`src/design/wps_pkg.sv`:
```
// ----------------------------------------------------------------------------
// wps_pkg
// shared constants, types and command/status structs for the peak summariser
// ----------------------------------------------------------------------------
package wps_pkg;

  localparam int unsigned MaxChannels     = 8;
  localparam int unsigned MaxBucketFrames = 4096;
  localparam int unsigned SampleBits      = 24;

  localparam int unsigned ChBits    = 3;
  localparam int unsigned CountBits = 13;
  localparam int unsigned IdxBits   = 24;
  localparam int unsigned SumBits   = 59;
  localparam int unsigned SqBits    = 48;
  localparam int unsigned QuotBits  = 48;

  localparam logic [0:0] RegSamplesPerPeak = 1'b0;
  localparam logic [0:0] RegNumChannels    = 1'b1;

  typedef enum logic [2:0] {
    StIdle,
    StSquare,
    StAccum,
    StDivide,
    StSqrt,
    StOutput
  } wps_state_e;

  typedef struct packed {
    logic load;
    logic div_start;
    logic div_step;
    logic sqrt_start;
    logic sqrt_step;
  } wps_cmd_t;

  typedef struct packed {
    logic close;
    logic div_done;
    logic sqrt_done;
  } wps_status_t;

endpackage

```
`src/design/wps_datapath.sv`:
```
// ----------------------------------------------------------------------------
// wps_datapath
// per-channel accumulators, shared counters, serial divider and square root
// ----------------------------------------------------------------------------
module wps_datapath (
  input  logic                                   clk_i,
  input  logic                                   rst_ni,
  input  wps_pkg::wps_cmd_t                      cmd_i,
  output wps_pkg::wps_status_t                   status_o,
  input  logic                                   cfg_valid_i,
  input  logic [0:0]                             cfg_index_i,
  input  logic [15:0]                            cfg_data_i,
  input  logic signed [wps_pkg::SampleBits-1:0]  sample_i,
  input  logic                                   end_of_clip_i,
  output logic [wps_pkg::ChBits-1:0]             channel_o,
  output logic [wps_pkg::IdxBits-1:0]            peak_index_o,
  output logic signed [wps_pkg::SampleBits-1:0]  min_value_o,
  output logic signed [wps_pkg::SampleBits-1:0]  max_value_o,
  output logic [wps_pkg::SampleBits-1:0]         rms_value_o,
  output logic [wps_pkg::CountBits-1:0]          frame_count_o,
  output logic                                   last_o
);
  import wps_pkg::*;

  logic [CountBits-1:0] spp_q;
  logic [3:0]           nch_q;
  logic [CountBits-1:0] frames_q;
  logic [ChBits-1:0]    pos_q;
  logic [IdxBits-1:0]   bucket_q;

  logic signed [SampleBits-1:0] min_mem [MaxChannels];
  logic signed [SampleBits-1:0] max_mem [MaxChannels];
  logic [SumBits-1:0]           sum_mem [MaxChannels];

  // captured sample
  logic signed [SampleBits-1:0] smp_q;
  logic                         eoc_q;
  logic [SqBits-1:0]            sq_q;

  logic [CountBits-1:0] spp_eff, count;
  logic [3:0]           nch_eff;
  logic [ChBits-1:0]    ch;
  logic                 last_ch, close;
  logic [SampleBits-1:0] mag;
  logic signed [SampleBits-1:0] new_min, new_max;
  logic [SumBits-1:0]   new_sum;

  always_comb begin
    spp_eff = spp_q;
    if (spp_q == '0) spp_eff = CountBits'(1);
    if (spp_q > CountBits'(MaxBucketFrames)) spp_eff = CountBits'(MaxBucketFrames);
    nch_eff = nch_q;
    if (nch_q == '0) nch_eff = 4'd1;
    if (nch_q > 4'(MaxChannels)) nch_eff = 4'(MaxChannels);
    ch      = ({1'b0, pos_q} >= nch_eff) ? '0 : pos_q;
    count   = frames_q + CountBits'(1);
    last_ch = ({1'b0, ch} + 4'd1) >= nch_eff;
    close   = (count >= spp_eff) || eoc_q;
    if (frames_q == '0) begin
      new_min = smp_q;
      new_max = smp_q;
      new_sum = SumBits'(sq_q);
    end else begin
      new_min = (smp_q < min_mem[ch]) ? smp_q : min_mem[ch];
      new_max = (smp_q > max_mem[ch]) ? smp_q : max_mem[ch];
      new_sum = sum_mem[ch] + SumBits'(sq_q);
    end
  end

  assign mag = smp_q[SampleBits-1] ? SampleBits'(-smp_q) : smp_q;
  assign status_o.close = close;

  // square the magnitude in the capture cycle after load
  always_ff @(posedge clk_i) begin
    if (cmd_i.load) begin
      smp_q <= sample_i;
      eoc_q <= end_of_clip_i;
    end
    sq_q <= SqBits'(mag) * SqBits'(mag);
  end

  always_ff @(posedge clk_i) begin
    if (cmd_i.div_start) begin
      min_mem[ch] <= new_min;
      max_mem[ch] <= new_max;
      sum_mem[ch] <= new_sum;
    end
  end

  always_ff @(posedge clk_i or negedge rst_ni) begin
    if (!rst_ni) begin
      spp_q    <= CountBits'(256);
      nch_q    <= 4'd2;
      frames_q <= '0;
      pos_q    <= '0;
      bucket_q <= '0;
    end else begin
      if (cfg_valid_i) begin
        case (cfg_index_i)
          RegSamplesPerPeak: spp_q <= cfg_data_i[CountBits-1:0];
          RegNumChannels:    nch_q <= cfg_data_i[3:0];
          default: ;
        endcase
      end
      if (cmd_i.div_start) begin
        if (last_ch) begin
          pos_q <= '0;
          if (eoc_q) begin
            frames_q <= '0;
            bucket_q <= '0;
          end else if (count >= spp_eff) begin
            frames_q <= '0;
            if (bucket_q != '1) bucket_q <= bucket_q + IdxBits'(1);
          end else begin
            frames_q <= count;
          end
        end else begin
          pos_q <= ch + ChBits'(1);
        end
      end
    end
  end

  // restoring divider, one quotient bit a cycle
  logic [SumBits-1:0]   rem_q;
  logic [QuotBits-1:0]  quot_q;
  logic [CountBits-1:0] dsr_q;
  logic [5:0]           dcnt_q;
  logic [CountBits:0]   rtrial;
  logic [SumBits-1:0]   rem_sh;

  assign rem_sh = {rem_q[SumBits-2:0], quot_q[QuotBits-1]};
  // remainder always below divisor, so only the low bits matter for the trial
  assign rtrial = {rem_q[CountBits-1:0], quot_q[QuotBits-1]};

  // quotient of a 59-bit sum by count always fits 48 bits, as the sum is at most count times 2^46
  logic [SumBits-1:0] dividend_q;
  always_ff @(posedge clk_i) begin
    if (cmd_i.div_start) begin
      dividend_q <= new_sum;
      rem_q      <= SumBits'(new_sum[SumBits-1:QuotBits]);
      quot_q     <= new_sum[QuotBits-1:0];
      dsr_q      <= count;
      dcnt_q     <= 6'(QuotBits);
      channel_o     <= ch;
      peak_index_o  <= bucket_q;
      min_value_o   <= new_min;
      max_value_o   <= new_max;
      frame_count_o <= count;
      last_o        <= eoc_q && last_ch;
    end else if (cmd_i.div_step) begin
      if (rtrial >= {1'b0, dsr_q}) begin
        rem_q  <= SumBits'(rtrial - {1'b0, dsr_q});
        quot_q <= {quot_q[QuotBits-2:0], 1'b1};
      end else begin
        rem_q  <= rem_sh;
        quot_q <= {quot_q[QuotBits-2:0], 1'b0};
      end
      dcnt_q <= dcnt_q - 6'd1;
    end
  end
  assign status_o.div_done = (dcnt_q == '0);

  // bitwise integer square root, one result bit a cycle
  logic [SumBits-1:0] sx_q, sres_q, sbit_q, strial;
  logic [SumBits-1:0] radicand;
  assign radicand = (dsr_q == CountBits'(1)) ? dividend_q : SumBits'(quot_q);
  assign strial   = sres_q + sbit_q;

  always_ff @(posedge clk_i) begin
    if (cmd_i.sqrt_start) begin
      sx_q   <= radicand;
      sres_q <= '0;
      sbit_q <= SumBits'(1) << (SumBits - 1);
    end else if (cmd_i.sqrt_step) begin
      if (sx_q >= strial) begin
        sx_q   <= sx_q - strial;
        sres_q <= (sres_q >> 1) + sbit_q;
      end else begin
        sres_q <= sres_q >> 1;
      end
      sbit_q <= sbit_q >> 2;
    end
  end
  // 59-bit start bit is even position 58, so the bit reaches zero cleanly
  assign status_o.sqrt_done = (sbit_q == '0);
  assign rms_value_o = sres_q[SampleBits-1:0];

endmodule

```
`src/design/wps_controller.sv`:
```
// ----------------------------------------------------------------------------
// wps_controller
// sequences capture, update, division, square root and result hand-off
// ----------------------------------------------------------------------------
module wps_controller (
  input  logic                 clk_i,
  input  logic                 rst_ni,
  input  logic                 in_valid_i,
  output logic                 in_ready_o,
  output logic                 out_valid_o,
  input  logic                 out_ready_i,
  output wps_pkg::wps_cmd_t    cmd_o,
  input  wps_pkg::wps_status_t status_i
);
  import wps_pkg::*;

  wps_state_e state_q, state_d;

  always_ff @(posedge clk_i or negedge rst_ni) begin
    if (!rst_ni) state_q <= StIdle;
    else         state_q <= state_d;
  end

  always_comb begin
    state_d = state_q;
    case (state_q)
      StIdle:   if (in_valid_i) state_d = StSquare;
      // square of the captured sample lands at the end of this cycle
      StSquare: state_d = StAccum;
      StAccum:  state_d = status_i.close ? StDivide : StIdle;
      StDivide: if (status_i.div_done) state_d = StSqrt;
      StSqrt:   if (status_i.sqrt_done) state_d = StOutput;
      StOutput: if (out_ready_i) state_d = StIdle;
      default:  state_d = StIdle;
    endcase
  end

  always_comb begin
    cmd_o       = '0;
    in_ready_o  = 1'b0;
    out_valid_o = 1'b0;
    case (state_q)
      StIdle: begin
        in_ready_o = 1'b1;
        cmd_o.load = in_valid_i;
      end
      StSquare: ;
      StAccum:  cmd_o.div_start = 1'b1;
      StDivide: begin
        cmd_o.div_step   = !status_i.div_done;
        cmd_o.sqrt_start = status_i.div_done;
      end
      StSqrt:   cmd_o.sqrt_step = !status_i.sqrt_done;
      StOutput: out_valid_o = 1'b1;
      default: ;
    endcase
  end

endmodule

```
`src/design/waveform_peak_summarizer_unit.sv`:
```
// ----------------------------------------------------------------------------
// waveform_peak_summarizer_unit
// per-channel min, max and rms decimation of interleaved audio samples
// ----------------------------------------------------------------------------
// usage:
//   samples enter on the in channel (sample_i, end_of_clip_i), channels
//   interleaved in frame order. one request is taken at a time.
//   a sample that does not close its channel's bucket passes through capture,
//   square and update before the next request is accepted.
//   a closing sample runs a serial divide (48 quotient steps) and a serial
//   square root (30 steps) before out_valid_o rises; the next request is
//   taken the cycle after the peak request is accepted.
//   the peak request is held on the out ports until out_ready_i; while the
//   receiver stalls no new sample is taken.
//   configuration writes take effect from the next cycle; cfg_ready_o is always high.
//   reset clears the frame, channel and bucket counters and loads
//   samples_per_peak 256 and num_channels 2; accumulators need no clearing
//   since the first frame of a bucket loads them.
// ----------------------------------------------------------------------------
module waveform_peak_summarizer_unit (
  input  logic                                  clk_i,
  input  logic                                  rst_ni,
  input  logic                                  cfg_valid_i,
  output logic                                  cfg_ready_o,
  input  logic [0:0]                            cfg_index_i,
  input  logic [15:0]                           cfg_data_i,
  input  logic                                  in_valid_i,
  output logic                                  in_ready_o,
  input  logic signed [wps_pkg::SampleBits-1:0] sample_i,
  input  logic                                  end_of_clip_i,
  output logic                                  out_valid_o,
  input  logic                                  out_ready_i,
  output logic [wps_pkg::ChBits-1:0]            channel_o,
  output logic [wps_pkg::IdxBits-1:0]           peak_index_o,
  output logic signed [wps_pkg::SampleBits-1:0] min_value_o,
  output logic signed [wps_pkg::SampleBits-1:0] max_value_o,
  output logic [wps_pkg::SampleBits-1:0]        rms_value_o,
  output logic [wps_pkg::CountBits-1:0]         frame_count_o,
  output logic                                  last_o
);
  import wps_pkg::*;

  wps_cmd_t    cmd;
  wps_status_t status;

  // config always accepted
  assign cfg_ready_o = 1'b1;

  wps_controller u_ctrl (
    .clk_i, .rst_ni, .in_valid_i, .in_ready_o, .out_valid_o, .out_ready_i,
    .cmd_o(cmd), .status_i(status)
  );

  wps_datapath u_dp (
    .clk_i, .rst_ni, .cmd_i(cmd), .status_o(status),
    .cfg_valid_i, .cfg_index_i, .cfg_data_i, .sample_i, .end_of_clip_i,
    .channel_o, .peak_index_o, .min_value_o, .max_value_o, .rms_value_o,
    .frame_count_o, .last_o
  );

endmodule

```
`config.mk`:
```
export PLATFORM = sky130hd
export DESIGN_NAME = waveform_peak_summarizer_unit
export DESIGN_NICKNAME = d
export VERILOG_FILES = /design/src/design/wps_pkg.sv /design/src/design/wps_datapath.sv /design/src/design/wps_controller.sv /design/src/design/waveform_peak_summarizer_unit.sv
export SDC_FILE = /design/constraint.sdc
export NUM_CORES = 2
export LEC_CHECK = 0
export BUFFER_PORTS_ARGS = -buffer_cell sky130_fd_sc_hd__buf_2
export CAP_MARGIN = 20
export CORE_ASPECT_RATIO = 0.75
export CORE_MARGIN = 5
export CORE_UTILIZATION = 38
export DETAILED_ROUTE_END_ITERATION = 8
export GPL_ROUTABILITY_DRIVEN = 0
export SETUP_SLACK_MARGIN = 0.15
export SYNTH_ARGS = -nofsm -noshare
export SYNTH_HDL_FRONTEND = slang
export SYNTH_SLANG_ARGS = --single-unit
```
`constraint.sdc`:
```
create_clock -name clk_i -period 15.58 [get_ports clk_i]
set_input_delay 3.116 -clock clk_i [delete_from_list [all_inputs] [get_ports clk_i]]
set_output_delay 3.116 -clock clk_i [all_outputs]
set_load 0.05 [all_outputs]
```
After elaboration in Yosys (flattened, before gate mapping)

Memory sizes are Yosys's and may differ from the RTL's.
Cells that the tools add are included.

RAM bits: 856
Memories: 3
Output and inout port bits: 116
Register bits: 496

Bitwise operators: 1
Order comparisons: 9
Multipliers: 1
Muxes and demuxes: 42
Equality and inequality tests: 11
$add $sub $neg: 11
Reduce and logical (&&, ||, !) cells: 21

Memories:

| name         | words | bits a word | read ports | clocked after memory_dff | wr ports | RTL line           | text |
|---|---|---|---|---|---|---|---|
| u_dp.sum_mem | 8     | 59          | 1          | 0                        | 1        | wps_datapath.sv:33 | `logic [SumBits-1:0] sum_mem [MaxChannels];` |
| u_dp.max_mem | 8     | 24          | 1          | 0                        | 1        | wps_datapath.sv:32 | `logic signed [SampleBits-1:0] max_mem [MaxChannels];` |
| u_dp.min_mem | 8     | 24          | 1          | 0                        | 1        | wps_datapath.sv:31 | `logic signed [SampleBits-1:0] min_mem [MaxChannels];` |

Operators by type and width:

| operator                                        | number |
|---|---|
| two-way mux 59 bit                              | 6 |
| two-way mux 24 bit                              | 8 |
| two-way mux 48 bit                              | 2 |
| two-way mux 13 bit                              | 5 |
| adder 58 x 59 -> 59 bit                         | 1 |
| adder 59 x 48 -> 59 bit                         | 1 |
| adder 59 bit                                    | 1 |
| >= comparator 59 bit                            | 1 |
| logical NOT 59 bit                              | 1 |
| subtractor 59 bit                               | 1 |
| multiplier 24 x 24 -> 48 bit                    | 1 |
| logical NOT 13 bit                              | 2 |
| adder 24 x 1 -> 24 bit (second input constant)  | 1 |
| greater-than comparator 24 bit                  | 1 |
| less-than comparator 24 bit                     | 1 |
| inequality test 24 bit (second input constant)  | 1 |
| negator 24 bit                                  | 1 |
| two-way mux 11 bit                              | 2 |
| two-way mux 3 bit                               | 6 |
| case mux 3 bit (6 select lines)                 | 1 |
| >= comparator 14 x 13 -> 1 bit                  | 1 |
| adder 13 x 1 -> 13 bit (second input constant)  | 1 |
| == test 13 x 1 -> 1 bit (second input constant) | 1 |
| >= comparator 13 bit                            | 1 |
| other kinds (26)                                | 48 |

Longest topological paths before layout

An unclocked memory read counts as a cell.

Depth in word-level cells: 9
Mapped depth: 36

Cells and area by module

A second synthesis with hierarchy kept.

Cell total of the unflattened synthesis: 7666
Area, all modules: 81313.0 µm²

By module, submodules not included:

| module                        | instances | cells each | area each (µm²) |
|---|---|---|---|
| wps_datapath                  | 1         | 7638       | 81069.0 |
| wps_controller                | 1         | 26         | 232.7 |
| waveform_peak_summarizer_unit | 1         | 2          | 11.3 |

Worst setup path after synthesis

No wires, ideal clock.

Path type: reg-to-reg
From: register u_dp.nch_q[3]
To: memory u_dp.max_mem[1][0] (enable)
Cell stages (with the launch flop): 16
Buffers on the path: 9
Path slack: 4.648 ns
Setup time: 0.704 ns
Data required time: 14.876 ns
Arrival: 10.229 ns
Cell sequence: dfrtp_1 buf_2 clkbuf_1 buf_1 nor2_1 ha_1 nor2b_4 o21a_1 buf_4 o21ai_4 buf_2 clkbuf_1 clkbuf_1 clkbuf_1 clkbuf_1 nor3_1

Longest elaborated chain between the ends: 5
Elaborated cells between the ends (all ways): 6
Classes of those cells: 2 x order compare; 3 x mux; 1 x reduce/logical

Ends and longest elaborated chain:

| what                                                                                  | RTL line            | text |
|---|---|---|
| from (decl)                                                                           | wps_datapath.sv:26  | `logic [3:0] nch_q;` |
| from (signal assigned)                                                                | wps_datapath.sv:101 | `RegNumChannels: nch_q <= cfg_data_i[3:0];` |
| parallel branches: the longest is 2 deep, another holds greater-than comparator 4 bit | --                  |  |
| two-way mux 4 bit (*)                                                                 | wps_datapath.sv:54  | `if (nch_q > 4'(MaxChannels)) nch_eff = 4'(MaxChannels);` |
| >= comparator 3 x 4 -> 1 bit (*)                                                      | wps_datapath.sv:55  | `ch = ({1'b0, pos_q} >= nch_eff) ? '0 : pos_q;` |
| two-way mux 3 bit (*)                                                                 | wps_datapath.sv:55  |  |
| to (decl)                                                                             | wps_datapath.sv:32  |  |

Mark *: on every way between the ends.

Worst setup path after layout

From: register u_dp.smp_q[0]
To: register u_dp.sq_q[47]

Longest elaborated chain between the ends: 3

Ends and longest elaborated chain:

| what                             | RTL line           | text |
|---|---|---|
| from (decl)                      | wps_datapath.sv:36 | `logic signed [SampleBits-1:0] smp_q;` |
| from (signal assigned)           | wps_datapath.sv:76 | `smp_q <= sample_i;` |
| negator 24 bit                   | wps_datapath.sv:70 | `assign mag = smp_q[SampleBits-1] ? SampleBits'(-smp_q) : smp_q;` |
| two-way mux 24 bit (*)           | wps_datapath.sv:70 |  |
| multiplier 24 x 24 -> 48 bit (*) | wps_datapath.sv:79 | `sq_q <= SqBits'(mag) * SqBits'(mag);` |
| to (signal assigned)             | wps_datapath.sv:79 |  |
| to (decl)                        | wps_datapath.sv:38 | `logic [SqBits-1:0] sq_q;` |

Mark *: on every way between the ends. The rest lies on a longest branch, timed or not.
A chain may end at the register's enable or synchronous reset.

==> results.toml <==
[global_route]
grt_antenna_before_repair = 3
grt_pass1_wl_microns = 346000
grtUsageTotal_pct = 19.9
grt_max_degree = 153
grt_pass1_vias = 56287
gr-total-overflow = 0

[drt]
vias_per_cell = 5.49
drtPass1Iterations = 6
wire_per_inst_microns = 21.5
drt_iter0_drc = 5793
routed-wl-met3_microns = 19000
vias = 57900
drc = 0
met2_length_microns = 96000
wl_met1_microns = 107000
highest_layer = "met4"
drt_wl_total_microns = 227000
drtAntennaViolNets = 0

[clocking]
path_clk_slew_ns = 0.07
cts_tree = "done"
clock_latency_ns = 0.82
post_cts_buffers = 0
cts.sinks = 1351
ctsResizeCount = 0
h-tree-depth = 4
holdBufCountCts = 0
numCtsBuffers = 148
cts.path.max_buffers = 4
cts-root-buf = "clkbuf_16"

[sta]
rsz0062_at_grt = "false"
hold_viol = 0
tightest_slew_ns = 1.19
slew_headroom_pct = 18.3
tns_ns = 0
slew_violations = 0
finalSetupViolations = 0
fin_crit_sh_pct = 70.1
fin_worst_skew_ns = 0.0952
max_freq_mhz = 91.5
fin_crit_ns = 10.93

[job]
drv_cap = 0

[yosys]
yosysWarnings = 0
synth-edff-count = 1147
synth-seq-area-share_pct = 48.0
synth_ff_type = "edfxtp_1"
synth_cell_types = 104
ys_ff_latch = 1351
syn_area_per_cell_sq_um = 10.7
postSynth.asyncResetShare_pct = 4.44
syn-cell-area_sq_um = 81000
netlist_instances = 7540

[worst_setup_path]
worstPathArrival_ns = 11.59
worst_path_max_delay_cell = "clkinv_1"
crit_fanout = 18
path_class = "reg2reg"
cp_num_buf_inv = 8
slowest_delay_ns = 0.85
end_kind = "register"
path_delay_family = "adder cells"
crit_path_frequent_cell = "fa_1"
worst_setup_path_start_kind = "register"
worstPathRequired_ns = 16.25

[floorplanning]
core_area_sq_um = 212000
rows = 146
start_util_pct = 38.3
fp.dieW_microns = 543
die_h_microns = 410
ioPinCount = 163
dieArea_sq_um = 222000

[cells_and_area]
antenna_cells = 0
syn2layout_area_growth_pct = 10.9
most-common-layout-cells = "nand2_1 (1,245), edfxtp_1 (1,147), inv_1 (681), a21oi_1 (551), fa_1 (425)"
fillCellCount = 19941
layout_commonest_cell = "nand2_1"
final_nets = 8519
drive_above_1_share_pct = 8.51

[worst_hold_path]
worstHoldPathType = "reg2reg"

[placement]
portBuffers = 158
dp_hpwl_microns = 153000

[run_status]
status = "finished clean"
==> through the flow <==
step | util [%] | area (sq um) | hold WS, ns | cells | setup slack, ns
2_1_floorplan | - | 81000 | 0.418 | 7556 | 4.65
5_1_grt | 42.4 | 89700 | 0.497 | 10544 | 4.29
3_3_place_gp | 40.1 | 84900 | 0.447 | 10271 | 4.95
3_5_place_dp | 40.2 | 85000 | 0.453 | 10278 | 4.87
4_1_cts | 42.4 | 89600 | 0.470 | 10534 | 4.79
6_report | 42.4 | 89700 | 0.470 | 10544 | 4.65
==> final timing paths <==
check / from / to / slack, ns / cells past startpoint
min in group asynchronous: rst_ni / u_dp.bucket_q[3] / 2.53 / 2
worst max-delay path: u_dp.smp_q[0] / u_dp.sq_q[47] / 4.65 / 33
worst max register to register: u_dp.smp_q[0] / u_dp.sq_q[47] / 4.65 / 33
worst min-delay path: u_dp.dcnt_q[4] / u_dp.dcnt_q[4] / 0.47 / 2
max in group asynchronous: rst_ni / u_ctrl.state_q[1] / 12.48 / 2
worst min register to register: u_dp.dcnt_q[4] / u_dp.dcnt_q[4] / 0.47 / 2
==> sequential cells by signal (all words and copies together), names as in the netlist, 24 cells and up <==
| name | cells |
|---|---|
| u_dp.sum_mem | 472 |
| u_dp.max_mem | 192 |
| u_dp.min_mem | 192 |
| u_dp.dividend_q | 59 |
| u_dp.sres_q | 59 |
| u_dp.sx_q | 59 |
| u_dp.quot_q | 48 |
| u_dp.sq_q | 47 |
| u_dp.sbit_q | 30 |
| u_dp.bucket_q | 24 |
| u_dp.max_value_o | 24 |
| u_dp.min_value_o | 24 |
| u_dp.peak_index_o | 24 |
| u_dp.smp_q | 24 |
==> worst min-delay path, stage by stage (launching register included) <==
cell and delay (ns):
dfxtp_1 0.33, nand2_1 0.05, o21ai_0 0.05
==> metal layers <==
| layer | vias up | track usage [%] |
|---|---|---|
| li1 | 26611 | - |
| met1 | 28768 | 30.6 |
| met2 | 2252 | 29.3 |
| met3 | 269 | 3.33 |
| met4 | 0 | 4.67 |
| met5 | - | 0 |
==> kinds of logic after synthesis <==
family	synth area share, %
xor gates and xnor gates	3.16
and+or+nand+nor	12.8
muxes	2.95
adders and majority gates	17.0
DFF	48.0
other	0.00928
buffers and inverters	5.04
AOI/OAI and AO/OA	11.1
==> Yosys cell counts, types with 31 or more instances <==
cell | instances | area share [%]
a32oi_1 | 46 | 0.50
buf_1 | 34 | 0.16
mux2_2 | 60 | 0.83
nand3_1 | 219 | 1.4
inv_1 | 681 | 3.2
ha_1 | 421 | 6.5
xnor2_1 | 163 | 1.8
o21ai_0 | 256 | 1.6
nor3_1 | 58 | 0.36
dfxtp_1 | 144 | 3.6
nor2_1 | 409 | 1.9
fa_1 | 425 | 11
o22ai_1 | 31 | 0.24
clkbuf_1 | 247 | 1.1
nor2b_1 | 40 | 0.31
nand2b_1 | 31 | 0.24
nand2_1 | 1247 | 5.8
a21oi_1 | 553 | 3.4
mux2i_1 | 169 | 2.1
nand4_1 | 66 | 0.51
edfxtp_1 | 1147 | 43
dfrtp_1 | 58 | 1.8
o211ai_1 | 53 | 0.49
o21bai_1 | 45 | 0.42
xor2_1 | 126 | 1.4
a31oi_1 | 83 | 0.64
buf_4 | 33 | 0.31
o21a_1 | 45 | 0.42
a211oi_1 | 46 | 0.43
and3_1 | 76 | 0.59
nor4_1 | 79 | 0.61
a21o_1 | 119 | 1.1
==> cell type report <==
class	instances	area [sq um]	area share (%)
Sequential cell	1351	38800	43.3
Multi-Input combinational cell	5168	38400	42.8
Clock buffer	183	3990	4.45
Tap cell	2812	3520	3.92
Inverter	689	2600	2.90
Timing Repair Buffer	268	1720	1.92
Clock inverter	73	706	0.786
Power is left out: the tool's default activity adds up to more than one toggle a clock period on the data nets, which glitch-free logic cannot reach.
